### src/design/b64u_pkg.sv
// Shared types and constants for the base64url decoder.
// Depends on nothing; imported by the interfaces and all decoder modules.
`timescale 1ns / 1ps
`default_nettype none

package b64u_pkg;

    // End reason of a string; STOP_NONE while still decoding
    typedef enum logic [1:0] {
        STOP_NONE  = 2'd0,
        STOP_PAD   = 2'd1,
        STOP_BAD   = 2'd2,
        STOP_TRUNC = 2'd3
    } stop_reason_t;

    // Result kinds
    localparam logic KIND_DATA    = 1'b0;
    localparam logic KIND_SUMMARY = 1'b1;

    // Field widths fixed by the character and result formats
    localparam int CHAR_W  = 8;
    localparam int TOTAL_W = 16;
    localparam int CAP_W   = 16;
    localparam int ACC_W   = 16;
    localparam int PEND_W  = 3;

    // Characters with a special meaning
    localparam logic [CHAR_W-1:0] CHAR_PAD   = 8'h3D;
    localparam logic [CHAR_W-1:0] CHAR_NUL   = 8'h00;
    localparam logic [CHAR_W-1:0] CHAR_SPACE = 8'h20;
    localparam logic [CHAR_W-1:0] CHAR_TAB   = 8'h09;
    localparam logic [CHAR_W-1:0] CHAR_CR    = 8'h0D;

    // Sextet codes of the two punctuation characters and the digit and lowercase bases
    localparam logic [5:0] SEXTET_DASH  = 6'd62;
    localparam logic [5:0] SEXTET_UNDER = 6'd63;
    localparam logic [5:0] SEXTET_DIGIT = 6'd52;
    localparam logic [5:0] SEXTET_LOWER = 6'd26;

    // Result queue depth
    localparam int RES_DEPTH = 4;
    localparam int RES_PTR_W = $clog2(RES_DEPTH);
    localparam int RES_CNT_W = RES_PTR_W + 1;

    typedef struct packed {
        logic                ok;
        logic [5:0]          value;
    } sextet_t;

    typedef struct packed {
        logic                kind;
        logic [CHAR_W-1:0]   data_byte;
        logic [TOTAL_W-1:0]  byte_total;
        stop_reason_t        end_reason;
        logic                last_result;
    } result_t;

    // Up to two results per character; second_en only together with first_en
    typedef struct packed {
        logic    first_en;
        logic    second_en;
        result_t first;
        result_t second;
    } res_push_t;

    // Map one URL-safe character to its 6-bit value
    function automatic sextet_t b64u_sextet(input logic [CHAR_W-1:0] c);
        sextet_t s;
        s.ok    = 1'b1;
        s.value = 6'd0;
        if (c >= "A" && c <= "Z") begin
            s.value = 6'(c - "A");
        end else if (c >= "a" && c <= "z") begin
            s.value = 6'(c - "a") + SEXTET_LOWER;
        end else if (c >= "0" && c <= "9") begin
            s.value = 6'(c - "0") + SEXTET_DIGIT;
        end else if (c == "-") begin
            s.value = SEXTET_DASH;
        end else if (c == "_") begin
            s.value = SEXTET_UNDER;
        end else begin
            s.ok = 1'b0;
        end
        return s;
    endfunction

endpackage

`default_nettype wire

### src/design/b64u_if.sv
// Handshake channels of the base64url decoder: characters in, results out.
// Depends on b64u_pkg for the field widths.
`timescale 1ns / 1ps
`default_nettype none

interface b64u_char_if;
    import b64u_pkg::*;
    logic              valid;
    logic              ready;
    logic [CHAR_W-1:0] char_in;
    logic              last_char;

    modport source (output valid, output char_in, output last_char, input ready);
    modport sink   (input valid, input char_in, input last_char, output ready);
endinterface

interface b64u_result_if;
    import b64u_pkg::*;
    logic               valid;
    logic               ready;
    logic               kind;
    logic [CHAR_W-1:0]  data_byte;
    logic [TOTAL_W-1:0] byte_total;
    logic [1:0]         end_reason;
    logic               last_result;

    modport source (output valid, output kind, output data_byte, output byte_total,
                    output end_reason, output last_result, input ready);
    modport sink   (input valid, input kind, input data_byte, input byte_total,
                    input end_reason, input last_result, output ready);
endinterface

`default_nettype wire

### src/design/b64u_result_fifo.sv
// Small result queue: takes up to two results per cycle, hands out one when the sink is ready.
// Depends on b64u_pkg and the b64u_result_if channel.
`timescale 1ns / 1ps
`default_nettype none

module b64u_result_fifo
    import b64u_pkg::*;
(
    input  wire logic      clk,
    input  wire logic      rst_n,
    input  wire res_push_t push,
    output logic           has_room,
    b64u_result_if.source  result_ch
);

    result_t                slot_reg [RES_DEPTH];
    logic [RES_PTR_W-1:0]   wr_ptr_reg;
    logic [RES_PTR_W-1:0]   wr_ptr_next;
    logic [RES_PTR_W-1:0]   wr_ptr_plus1;
    logic [RES_PTR_W-1:0]   rd_ptr_reg;
    logic [RES_PTR_W-1:0]   rd_ptr_next;
    logic [RES_CNT_W-1:0]   count_reg;
    logic [RES_CNT_W-1:0]   count_next;
    logic [RES_CNT_W-1:0]   push_n;
    logic                   pop;
    result_t                head;

    // Room for a full pair of results from the next character
    assign has_room = (count_reg <= RES_CNT_W'(RES_DEPTH - 2));

    assign pop          = result_ch.valid && result_ch.ready;
    assign push_n       = RES_CNT_W'(push.first_en) + RES_CNT_W'(push.second_en);
    assign wr_ptr_plus1 = wr_ptr_reg + 1'b1;

    // Advance pointers and occupancy
    always_comb
    begin
        wr_ptr_next = wr_ptr_reg + RES_PTR_W'(push_n);
        rd_ptr_next = pop ? rd_ptr_reg + 1'b1 : rd_ptr_reg;
        count_next  = count_reg + push_n - RES_CNT_W'(pop);
    end

    always_ff @(posedge clk or negedge rst_n)
    begin
        if (!rst_n)
        begin
            wr_ptr_reg <= '0;
            rd_ptr_reg <= '0;
            count_reg  <= '0;
        end
        else
        begin
            wr_ptr_reg <= wr_ptr_next;
            rd_ptr_reg <= rd_ptr_next;
            count_reg  <= count_next;
        end
    end

    // Store results in order
    always_ff @(posedge clk)
    begin
        if (push.first_en)
        begin
            slot_reg[wr_ptr_reg] <= push.first;
        end
        if (push.second_en)
        begin
            slot_reg[wr_ptr_plus1] <= push.second;
        end
    end

    // Present the oldest result
    assign head                  = slot_reg[rd_ptr_reg];
    assign result_ch.valid       = (count_reg != '0);
    assign result_ch.kind        = head.kind;
    assign result_ch.data_byte   = head.data_byte;
    assign result_ch.byte_total  = head.byte_total;
    assign result_ch.end_reason  = head.end_reason;
    assign result_ch.last_result = head.last_result;

endmodule

`default_nettype wire

### src/design/base64url_decoder.sv
// Base64url decoder top level: character decode, bit accumulator, byte count.
// Depends on b64u_pkg, b64u_if and b64u_result_fifo.
// Results: a character's results enter the result queue at its transfer and are offered in order.
// Throughput: one character per cycle while the four-entry result queue has room
// for two more results; a character that yields a byte and a summary puts both
// into the queue, which hands them out on the result port one at a time.
// Reset: clears the decoding state and the queue, sets the capacity register to 65535.
`timescale 1ns / 1ps
`default_nettype none

module base64url_decoder
    import b64u_pkg::*;
#(
    parameter int COUNT_WIDTH = 16
)
(
    input  wire logic             clk,
    input  wire logic             rst_n,
    input  wire logic             cfg_we,
    input  wire logic [CAP_W-1:0] cfg_wdata,
    b64u_char_if.sink             char_ch,
    b64u_result_if.source         result_ch
);

    localparam int CMP_W = (COUNT_WIDTH > TOTAL_W) ? COUNT_WIDTH : TOTAL_W;

    logic [CAP_W-1:0]       cap_reg;
    logic [ACC_W-1:0]       acc_reg;
    logic [ACC_W-1:0]       acc_next;
    logic [PEND_W-1:0]      pend_reg;
    logic [PEND_W-1:0]      pend_next;
    logic [COUNT_WIDTH-1:0] count_reg;
    logic [COUNT_WIDTH-1:0] count_next;
    stop_reason_t           stop_reg;
    stop_reason_t           stop_next;

    logic                   fire;
    logic                   has_room;
    logic                   is_space;
    logic                   active;
    sextet_t                sextet;
    logic [ACC_W-1:0]       acc_shift;
    logic [PEND_W:0]        pend_sum;
    logic                   byte_ready;
    logic [PEND_W-1:0]      pend_after;
    logic                   full;
    logic                   emit_byte;
    logic [CMP_W-1:0]       count_wide;
    logic [CMP_W-1:0]       cap_wide;
    logic [CMP_W-1:0]       total_wide;
    logic [ACC_W-1:0]       byte_word;
    result_t                data_res;
    result_t                sum_res;
    res_push_t              push;

    assign fire          = char_ch.valid && char_ch.ready;
    assign char_ch.ready = has_room;

    // Hold the capacity register
    always_ff @(posedge clk or negedge rst_n)
    begin
        if (!rst_n)
        begin
            cap_reg <= '1;
        end
        else if (cfg_we)
        begin
            cap_reg <= cfg_wdata;
        end
    end

    // Classify the character and fold its sextet into the accumulator
    assign is_space   = (char_ch.char_in >= CHAR_TAB && char_ch.char_in <= CHAR_CR) ||
                        (char_ch.char_in == CHAR_SPACE);
    assign active     = (stop_reg == STOP_NONE) && !is_space;
    assign sextet     = b64u_sextet(char_ch.char_in);
    assign acc_shift  = {acc_reg[ACC_W-7:0], sextet.value};
    assign pend_sum   = {1'b0, pend_reg} + (PEND_W + 1)'(6);
    assign byte_ready = pend_sum[PEND_W];
    assign pend_after = pend_sum[PEND_W-1:0];
    assign byte_word  = acc_shift >> pend_after;

    // Capacity check against the count before this byte
    assign count_wide = CMP_W'(count_reg);
    assign cap_wide   = CMP_W'(cap_reg);
    assign full       = (count_wide >= cap_wide) || (&count_reg);

    // Next decoding state
    always_comb
    begin
        acc_next   = acc_reg;
        pend_next  = pend_reg;
        count_next = count_reg;
        stop_next  = stop_reg;
        emit_byte  = 1'b0;
        if (active)
        begin
            priority if (char_ch.char_in == CHAR_PAD || char_ch.char_in == CHAR_NUL)
            begin
                stop_next = STOP_PAD;
            end
            else if (!sextet.ok)
            begin
                stop_next = STOP_BAD;
            end
            else
            begin
                acc_next  = acc_shift;
                pend_next = pend_after;
                if (byte_ready)
                begin
                    if (full)
                    begin
                        stop_next = STOP_TRUNC;
                    end
                    else
                    begin
                        emit_byte  = 1'b1;
                        count_next = count_reg + 1'b1;
                    end
                end
            end
        end
    end

    // Build the data and summary results
    assign total_wide = CMP_W'(count_next);

    always_comb
    begin
        data_res             = '0;
        data_res.kind        = KIND_DATA;
        data_res.data_byte   = byte_word[CHAR_W-1:0];
        data_res.byte_total  = '0;
        data_res.end_reason  = STOP_NONE;
        data_res.last_result = !char_ch.last_char;

        sum_res              = '0;
        sum_res.kind         = KIND_SUMMARY;
        sum_res.data_byte    = '0;
        sum_res.byte_total   = (stop_next == STOP_TRUNC) ? '0 : total_wide[TOTAL_W-1:0];
        sum_res.end_reason   = stop_next;
        sum_res.last_result  = 1'b1;
    end

    // Queue the results of this transfer in order
    always_comb
    begin
        push           = '0;
        push.first     = emit_byte ? data_res : sum_res;
        push.second    = sum_res;
        push.first_en  = fire && (emit_byte || char_ch.last_char);
        push.second_en = fire && emit_byte && char_ch.last_char;
    end

    // Advance state on each transfer; clear it at the end of a string
    always_ff @(posedge clk or negedge rst_n)
    begin
        if (!rst_n)
        begin
            acc_reg   <= '0;
            pend_reg  <= '0;
            count_reg <= '0;
            stop_reg  <= STOP_NONE;
        end
        else if (fire)
        begin
            if (char_ch.last_char)
            begin
                acc_reg   <= '0;
                pend_reg  <= '0;
                count_reg <= '0;
                stop_reg  <= STOP_NONE;
            end
            else
            begin
                acc_reg   <= acc_next;
                pend_reg  <= pend_next;
                count_reg <= count_next;
                stop_reg  <= stop_next;
            end
        end
    end

    b64u_result_fifo u_result_fifo (
        .clk       (clk),
        .rst_n     (rst_n),
        .push      (push),
        .has_room  (has_room),
        .result_ch (result_ch)
    );

    // A summary always closes the results of its character
    a_summary_last: assert property (@(posedge clk) disable iff (!rst_n)
        result_ch.valid && (result_ch.kind == KIND_SUMMARY) |-> result_ch.last_result)
        else $error("summary result without last_result");

    // Data results carry no count and no reason
    a_data_clean: assert property (@(posedge clk) disable iff (!rst_n)
        result_ch.valid && (result_ch.kind == KIND_DATA) |->
            (result_ch.byte_total == '0) && (result_ch.end_reason == STOP_NONE))
        else $error("data result with summary fields set");

    // The end of a string clears the decoding state
    a_clear_on_last: assert property (@(posedge clk) disable iff (!rst_n)
        fire && char_ch.last_char |=>
            (pend_reg == '0) && (count_reg == '0) && (stop_reg == STOP_NONE))
        else $error("decoding state not cleared after last character");

    // Pending bits stay even
    a_pend_even: assert property (@(posedge clk) disable iff (!rst_n)
        !pend_reg[0])
        else $error("odd pending bit count");

endmodule

`default_nettype wire
### src/flat_wrapper.sv
// flat-port wrapper written by rule: the top's interface ports become plain ports
module base64url_decoder_flat import b64u_pkg::*;
#(
    parameter int COUNT_WIDTH = 16
)
  (clk, rst_n, cfg_we, cfg_wdata, char_ch_valid, char_ch_char_in, char_ch_last_char, char_ch_ready, result_ch_valid, result_ch_kind, result_ch_data_byte, result_ch_byte_total, result_ch_end_reason, result_ch_last_result, result_ch_ready);
  b64u_char_if char_ch_i ();
  b64u_result_if result_ch_i ();
  input  wire logic clk;
  input  wire logic rst_n;
  input  wire logic cfg_we;
  input  wire logic [CAP_W-1:0] cfg_wdata;
  input wire logic [$bits(char_ch_i.valid)-1:0] char_ch_valid;
  input wire logic [$bits(char_ch_i.char_in)-1:0] char_ch_char_in;
  input wire logic [$bits(char_ch_i.last_char)-1:0] char_ch_last_char;
  output wire logic [$bits(char_ch_i.ready)-1:0] char_ch_ready;
  output wire logic [$bits(result_ch_i.valid)-1:0] result_ch_valid;
  output wire logic [$bits(result_ch_i.kind)-1:0] result_ch_kind;
  output wire logic [$bits(result_ch_i.data_byte)-1:0] result_ch_data_byte;
  output wire logic [$bits(result_ch_i.byte_total)-1:0] result_ch_byte_total;
  output wire logic [$bits(result_ch_i.end_reason)-1:0] result_ch_end_reason;
  output wire logic [$bits(result_ch_i.last_result)-1:0] result_ch_last_result;
  input wire logic [$bits(result_ch_i.ready)-1:0] result_ch_ready;
  assign char_ch_i.valid = char_ch_valid;
  assign char_ch_i.char_in = char_ch_char_in;
  assign char_ch_i.last_char = char_ch_last_char;
  assign char_ch_ready = char_ch_i.ready;
  assign result_ch_valid = result_ch_i.valid;
  assign result_ch_kind = result_ch_i.kind;
  assign result_ch_data_byte = result_ch_i.data_byte;
  assign result_ch_byte_total = result_ch_i.byte_total;
  assign result_ch_end_reason = result_ch_i.end_reason;
  assign result_ch_last_result = result_ch_i.last_result;
  assign result_ch_i.ready = result_ch_ready;
  base64url_decoder #(.COUNT_WIDTH(COUNT_WIDTH)) u_core (.clk(clk), .rst_n(rst_n), .cfg_we(cfg_we), .cfg_wdata(cfg_wdata), .char_ch(char_ch_i), .result_ch(result_ch_i));
endmodule
### config.mk
export PLATFORM = sky130hd
export DESIGN_NAME = base64url_decoder_flat
export DESIGN_NICKNAME = d
export VERILOG_FILES = /design/src/design/b64u_pkg.sv /design/src/design/b64u_if.sv /design/src/design/b64u_result_fifo.sv /design/src/design/base64url_decoder.sv /design/src/flat_wrapper.sv
export SDC_FILE = /design/constraint.sdc
export NUM_CORES = 1
export LEC_CHECK = 0
export BUFFER_PORTS_ARGS = -buffer_cell sky130_fd_sc_hd__buf_2
export CAP_MARGIN = 40
export CORE_UTILIZATION = 28
export DETAILED_ROUTE_END_ITERATION = 8
export SLEW_MARGIN = 20
export SYNTH_ARGS = -nofsm -noshare
export SYNTH_HDL_FRONTEND = slang
export SYNTH_SLANG_ARGS = --single-unit
export TNS_END_PERCENT = 1
### constraint.sdc
create_clock -name clk -period 4.7 [get_ports clk]
set_input_delay 0.235 -clock clk [delete_from_list [all_inputs] [get_ports clk]]
set_output_delay 0.235 -clock clk [all_outputs]
set_load 0.02 [all_outputs]
# Word-level counts from Yosys, hierarchy flattened
# Memories as Yosys holds them, arrays and structs flattened.
# Cells that the tools add are included.
classes:
  n_shift: 1
  add_sub_neg: 13
  eq_ne: 6
  n_bitwise: 0
  order_cmp: 10
  n_mux: 41
  mul: 0
  reduce_logical: 23
  n_div: 0
ops:
  columns: ["cell", "n"]
  rows:
  - ["2-to-1 mux 16 bit", 7]
  - ["2-to-1 mux 10 bit", 4]
  - ["2-to-1 mux 6 bit", 5]
  - ["2-to-1 mux 28 bit", 1]
  - ["== test 8 x 6 -> 1 bit, second input constant", 3]
  - ["adder 16 x 1 -> 16 bit, second input constant", 1]
  - [">= comparator 16 bit", 1]
  - [">= comparator 8 x 7 -> 1 bit, second input constant", 2]
  - ["<= comparator 8 x 7 -> 1 bit, second input constant", 2]
  - ["AND reduction 16 bit", 1]
  - [">> shifter 16 x 3 -> 8 bit", 1]
  - ["2-to-1 mux 1 bit", 14]
  - ["2-to-1 mux 2 bit", 6]
  - ["2-to-1 mux 3 bit", 4]
  - ["subtractor 6 bit, second input constant", 2]
  - ["logical AND 1 bit", 10]
  - ["== test 8 x 7 -> 1 bit, second input constant", 1]
  - [">= comparator 8 x 4 -> 1 bit, second input constant", 1]
  - [">= comparator 8 x 6 -> 1 bit, second input constant", 1]
  - ["<= comparator 8 x 4 -> 1 bit, second input constant", 1]
  - ["<= comparator 8 x 6 -> 1 bit, second input constant", 1]
  - ["logical NOT 8 bit", 1]
  - ["adder 6 x 5 -> 6 bit, second input constant", 1]
  - ["adder 6 bit, second input constant", 1]
  - ["other kinds (16)", 22]
totals:
  memories: 1
  ramBits: 112
  mem_bits_ro: 0
  latchBits: 0
  ff_bits: 54
mem_list:
  columns: ["name", "depth", "width", "read_ports", "rd_ports_with_merged_regs", "wr", "line_no", "text"]
  rows:
  - ["u_core.u_result_fifo.slot_reg", 4, 28, 1, 0, 2, "b64u_result_fifo.sv:16", "result_t slot_reg [RES_DEPTH];"]

# Depth between registers and ports, before layout
logic_depth:
  depth_word: 14
  mapped_depth: 20
  ltp_nobuf: 18

# By module
# A second synthesis with hierarchy kept.
unflattened:
  hier_cells: 783
  area_unflattened_um2: 9778.1
by_module_without_submodules:
  columns: ["mod", "seq_area_each_um2", "instances", "area_each_um2", "cells_per_inst"]
  rows:
  - ["b64u_result_fifo", 3538.4, 1, 5871.9, 311]
  - ["base64url_decoder", 1121.1, 1, 3906.2, 472]

# Worst setup path after synthesis
# OpenSTA, ideal clock, no wires.
synth_path:
  path_kind: "register to register"
  from: "reg u_core.cap_reg[1]"
  to: "reg u_core.u_result_fifo.count_reg[2]"
  path_slack_ns: 0.532
  synth_period_minus_slack_ns: 4.168
  required_time_ns: 4.577
  stages_incl_launch_ff: 20
  arrival_ns: 4.045
  path_buffers: 2
  cell_sequence: "dfstp_2 > inv_1 > ha_1 > nor2b_1 > o211a_1 > o311ai_0 > nand3_1 > nor4_4 > clkbuf_1 > buf_2 > and3_1 > ha_1 > inv_1 > ha_1 > inv_1 > ha_1 > inv_1 > fa_1 > xor2_1 > xnor2_1"
synth_between:
  elab_chain_len: 12
  word_cells_on_any_way: 14
  classes_between: "add/sub (3); order compare (1); mux (5); reduce/logical (5)"
synth_rtl:
  columns: ["item", "line_no", "text"]
  rows:
  - ["start, declared", "base64url_decoder.sv:27", "logic [CAP_W-1:0] cap_reg;"]
  - ["start signal, assigned", "base64url_decoder.sv:68", "cap_reg <= cfg_wdata;"]
  - [">= comparator 16 bit *", "base64url_decoder.sv:86", "assign full = (count_wide >= cap_wide) || (&count_reg);"]
  - ["logical OR 1 bit *", "base64url_decoder.sv:86", null]
  - ["2-to-1 mux 1 bit *", "base64url_decoder.sv:112", "if (full)"]
  - ["2-to-1 mux 1 bit *", "base64url_decoder.sv:110", "if (byte_ready)"]
  - ["2-to-1 mux 1 bit *", "base64url_decoder.sv:102", "else if (!sextet.ok)"]
  - ["2-to-1 mux 1 bit *", "base64url_decoder.sv:98", "priority if (char_ch.char_in == CHAR_PAD || char_ch.char_in == CHAR_NUL)"]
  - ["2-to-1 mux 1 bit *", "base64url_decoder.sv:96", "if (active)"]
  - ["logical OR 1 bit / logical AND 1 bit (equally long branches)", "base64url_decoder.sv:152, base64url_decoder.sv:153", null]
  - ["logical AND 1 bit, on equally long branches", "base64url_decoder.sv:152, base64url_decoder.sv:153", null]
  - ["adder 1 x 1 -> 2 bit *", "b64u_result_fifo.sv:32", "assign push_n = RES_CNT_W'(push.first_en) + RES_CNT_W'(push.second_en);"]
  - ["adder 3 x 2 -> 3 bit *", "b64u_result_fifo.sv:40", "count_next = count_reg + push_n - RES_CNT_W'(pop);"]
  - ["subtractor 3 x 1 -> 3 bit *", "b64u_result_fifo.sv:40", null]
  - ["via u_core.u_result_fifo.count_next[2]", "b64u_result_fifo.sv:23", "logic [RES_CNT_W-1:0] count_next;"]
  - ["end signal, assigned", "b64u_result_fifo.sv:55", "count_reg <= count_next;"]
  - ["end, declared", "b64u_result_fifo.sv:22", "logic [RES_CNT_W-1:0] count_reg;"]
# Mark *: on every way through the listed nets, which the timed path passes. The rest lies on a longest branch.
# A chain may end at the register's enable or synchronous reset.

# Final worst setup path
# Ends and elaborated chain as after synthesis.

==> results.yml <==
synthesis:
  avgSynthCellArea_um2: 10.8
  syn-instance-count: 784
  yosysSeqAreaShare: 0.501
  synth.net_count: 846
  yosysMostFrequentCell: "nor2_1"
  synth_area_leaders: "edfxtp_1 25%, dfrtp_1 10%, dfxtp_1 9.4%"
  ys_warn_count: 0
  synth_common_cells: "82 x nor2_1, 72 x edfxtp_1, 55 x nand2_1"
  syn_area_mm2: 0.00850
  synth_edf_count: 72
  yosysTopAreaCell: "edfxtp_1"
  ys_ff_latch: 163
  synth_ff_type: "edfxtp_1"
  ys_types: 70
  synth-async-reset-ratio: 0.313
  synthDominantCellAreaShare: 0.254
routing:
  vias_per_cell: 5.01
  vias: 6168
  drc: 0
  drtAntennaViolNets: 0
  drt-initial-drc-count: 456
  wl_per_cell_um: 16.6
  routed_wl_mm: 20.5
  dr.pass1.iters: 4
clock_tree:
  htree_num_levels: 4
  clockBufferDepth: 2
  cts_sinks: 163
  cts_buffers: 17
  cts_tree: "yes"
  cts_root_buffer: "clkbuf_16"
  insertion_delay_ns: 0.44
  post_cts_buffers: 0
  clk_pin_slew_ns: 0.07
timing:
  finalSetupViolCount: 0
  rsz0062_at_grt: "false"
  final_max_slew_viol_count: 0
  worst_slack_ns: 0.734
  period_needed_ns: 3.97
  period_share: 0.844
  fmax_mhz: 252
  max-slew-margin-rel: 0.441
  final.setup.tns_ns: 0
  worst_pin_slew_ns: 0.833
  hold_violations: 0
  final.setup_skew_ns: 0.0125
setup_path:
  cp.required_ns: 5.05
  r2r_end: "u_core.u_result_fifo.count_reg[2]"
  end_kind: "flop"
  critPathCapture: "u_core.u_result_fifo.count_reg[2]"
  cp.arrival_ns: 4.32
  crit_slowest_cell: "dfstp_2"
  startpoint_type: "flop"
  worstPathBufferInverterCount: 5
  ff2ff_setup_slack_ns: 0.73
  cp_max_fo: 17
  startpoint: "u_core.cap_reg[1]"
  critPathMaxStageDelay_ns: 0.52
  r2r-start: "u_core.cap_reg[1]"
  path_cells: "inv_1 > ha_1 > nor2b_1 > o211a_1 > o311ai_0 > nand3_1 > nor4_4 > buf_4 > nor2_1 > nor2_1 > ha_1 > inv_1 > ha_1 > inv_1 > ha_1 > inv_1 > fa_1 > xor2_1 > xnor2_1"
  critical_path_depth: 19
  critPathKind: "flop to flop"
  rr_worst_depth: 19
  critPathTopFamily: "adder cells"
finish:
  largest_reg_flops: 112
  finalNonFillerCells: 1232
  multi_input_area_mm2: 0.00391
  synthToLayoutAreaGrowth_pct: 15.3
  nFillCells: 2975
  layout.nets: 891
  stdcell_area_mm2: 0.00980
  register_area_mm2: 0.00426
  final_util: 0.330
  antenna_cells: 0
  drive_above_1_share: 0.188
place:
  place_area_mm2: 0.00919
  hpwl_mm: 14.1
  gp_congestion: 0.815
  portBuffers: 59
  placed_cells: 1197
  dpl_worst_slack_ns: 0.618
run_status:
  status: "completed"
floorplan:
  rows: 63
  dieArea_mm2: 0.0311
  coreArea_mm2: 0.0297
  ios: 60
  die_width_um: 176
  die-height_um: 176
  start_util: 0.286
global_routing:
  grt_pass1_vias: 6009
  grt_pass1_wl_mm: 33.3
  grt_use_total: 0.137
  grt_overflow: 0
  grt_antenna_before_repair: 0
  grt_max_degree: 52
power:
  p_per_area_mw_per_mm2: 482
  ir_drop_uv: 324
  total_leakage_power_nw: 3.69
run:
  drv_cap: 0
hold_path:
  hold_class: "input port to flop"
[where the power goes]
part / switching [mW] / internal, mW
logic: 0.912 / 0.608
clock network: 0.661 / 0.712
registers: 0.173 / 1.66
[worst min path at each step]
stage | startpoint | endpoint | slack [ns] | depth (start not counted)
2_1_floorplan | rst_n | u_core.acc_reg[0] | -0.06 | 0
3_3_place_gp | rst_n | u_core.count_reg[11] | 0.42 | 2
3_5_place_dp | rst_n | u_core.count_reg[11] | 0.41 | 2
4_1_cts | cfg_wdata[6] | u_core.cap_reg[6] | 0.002 | 3
5_1_grt | cfg_wdata[6] | u_core.cap_reg[6] | 0.007 | 3
6_report | cfg_wdata[6] | u_core.cap_reg[6] | 0.01 | 3
[cells by family (layout without fill, tap and decap cells)]
kind of cell / after synthesis / after routing / share of synthesized area
AND/OR/NAND/NOR: 243 / 243 / 0.140
AO/OA/AOI/OAI: 197 / 197 / 0.159
flip-flops: 163 / 163 / 0.501
buffers and inverters: 86 / 144 / 0.0394
multiplexers: 38 / 38 / 0.0865
adder cells (fa/ha/maj): 33 / 33 / 0.0492
XOR/XNOR: 24 / 24 / 0.0247
[routing by layer]
metal	global-route usage	vias up	wire, um
met2	0.206	150	9370
met4	0.0406	0	225
met3	0.0248	13	814
li1	-	3023	-
met5	0	-	0
met1	0.200	2982	10100
[layout by cell type (no fill, tap or decap), drive strengths merged, types with 4 or more instances in the layout]
master	Yosys	layout
clkbuf	32	17
and3	13	13
nor2b	9	9
nor3	19	19
o2bb2ai	18	18
a21oi	35	35
a41oi	5	5
ha	31	31
dfstp	16	16
a211oi	5	5
inv	39	49
nand2b	6	6
dfrtp	35	35
edfxtp	72	72
xor2	15	15
and4	5	5
a31oi	9	9
a22o	19	19
buf	15	70
a21o	8	8
o31ai	14	14
mux2	4	4
dfxtp	40	40
nor2	82	82
clkinv	0	4
nor4	5	5
nand3	16	16
xnor2	9	9
or3	6	6
mux2i	6	6
o21ai	49	49
o21a	5	5
mux4	28	28
nand2	55	55
nand4	9	9
and2	7	7
[through the flow]
step / hold WS, ns / power [mW]
floorplan: -0.0606 / 2.92
global placement: 0.419 / 3.37
detailed placement: 0.413 / 3.41
CTS: 0.00184 / 4.78
global route: 0.00712 / 5.00
finish: 0.0114 / 4.73
[layout make-up]
type / instances / area share
multi-input cells: 535 / 0.399
flip-flops and latches: 163 / 0.435
clock inverters: 15 / 0.0157
repair buffers: 73 / 0.0429
clock buffers: 17 / 0.0434
inverters: 39 / 0.0149
well taps: 390 / 0.0498
[worst min-delay path, stage by stage]
cell and delay (ns):
buf_2 0.08, nand2_1 0.04, o21ai_0 0.06
[repair_timing]
item | in CTS | in global routing
gates resized for setup | 0 | 0
hold buffers | 3 | 0
endpoints found under the hold margin | 37 | 0
Power figures use the tool's default switching activity.
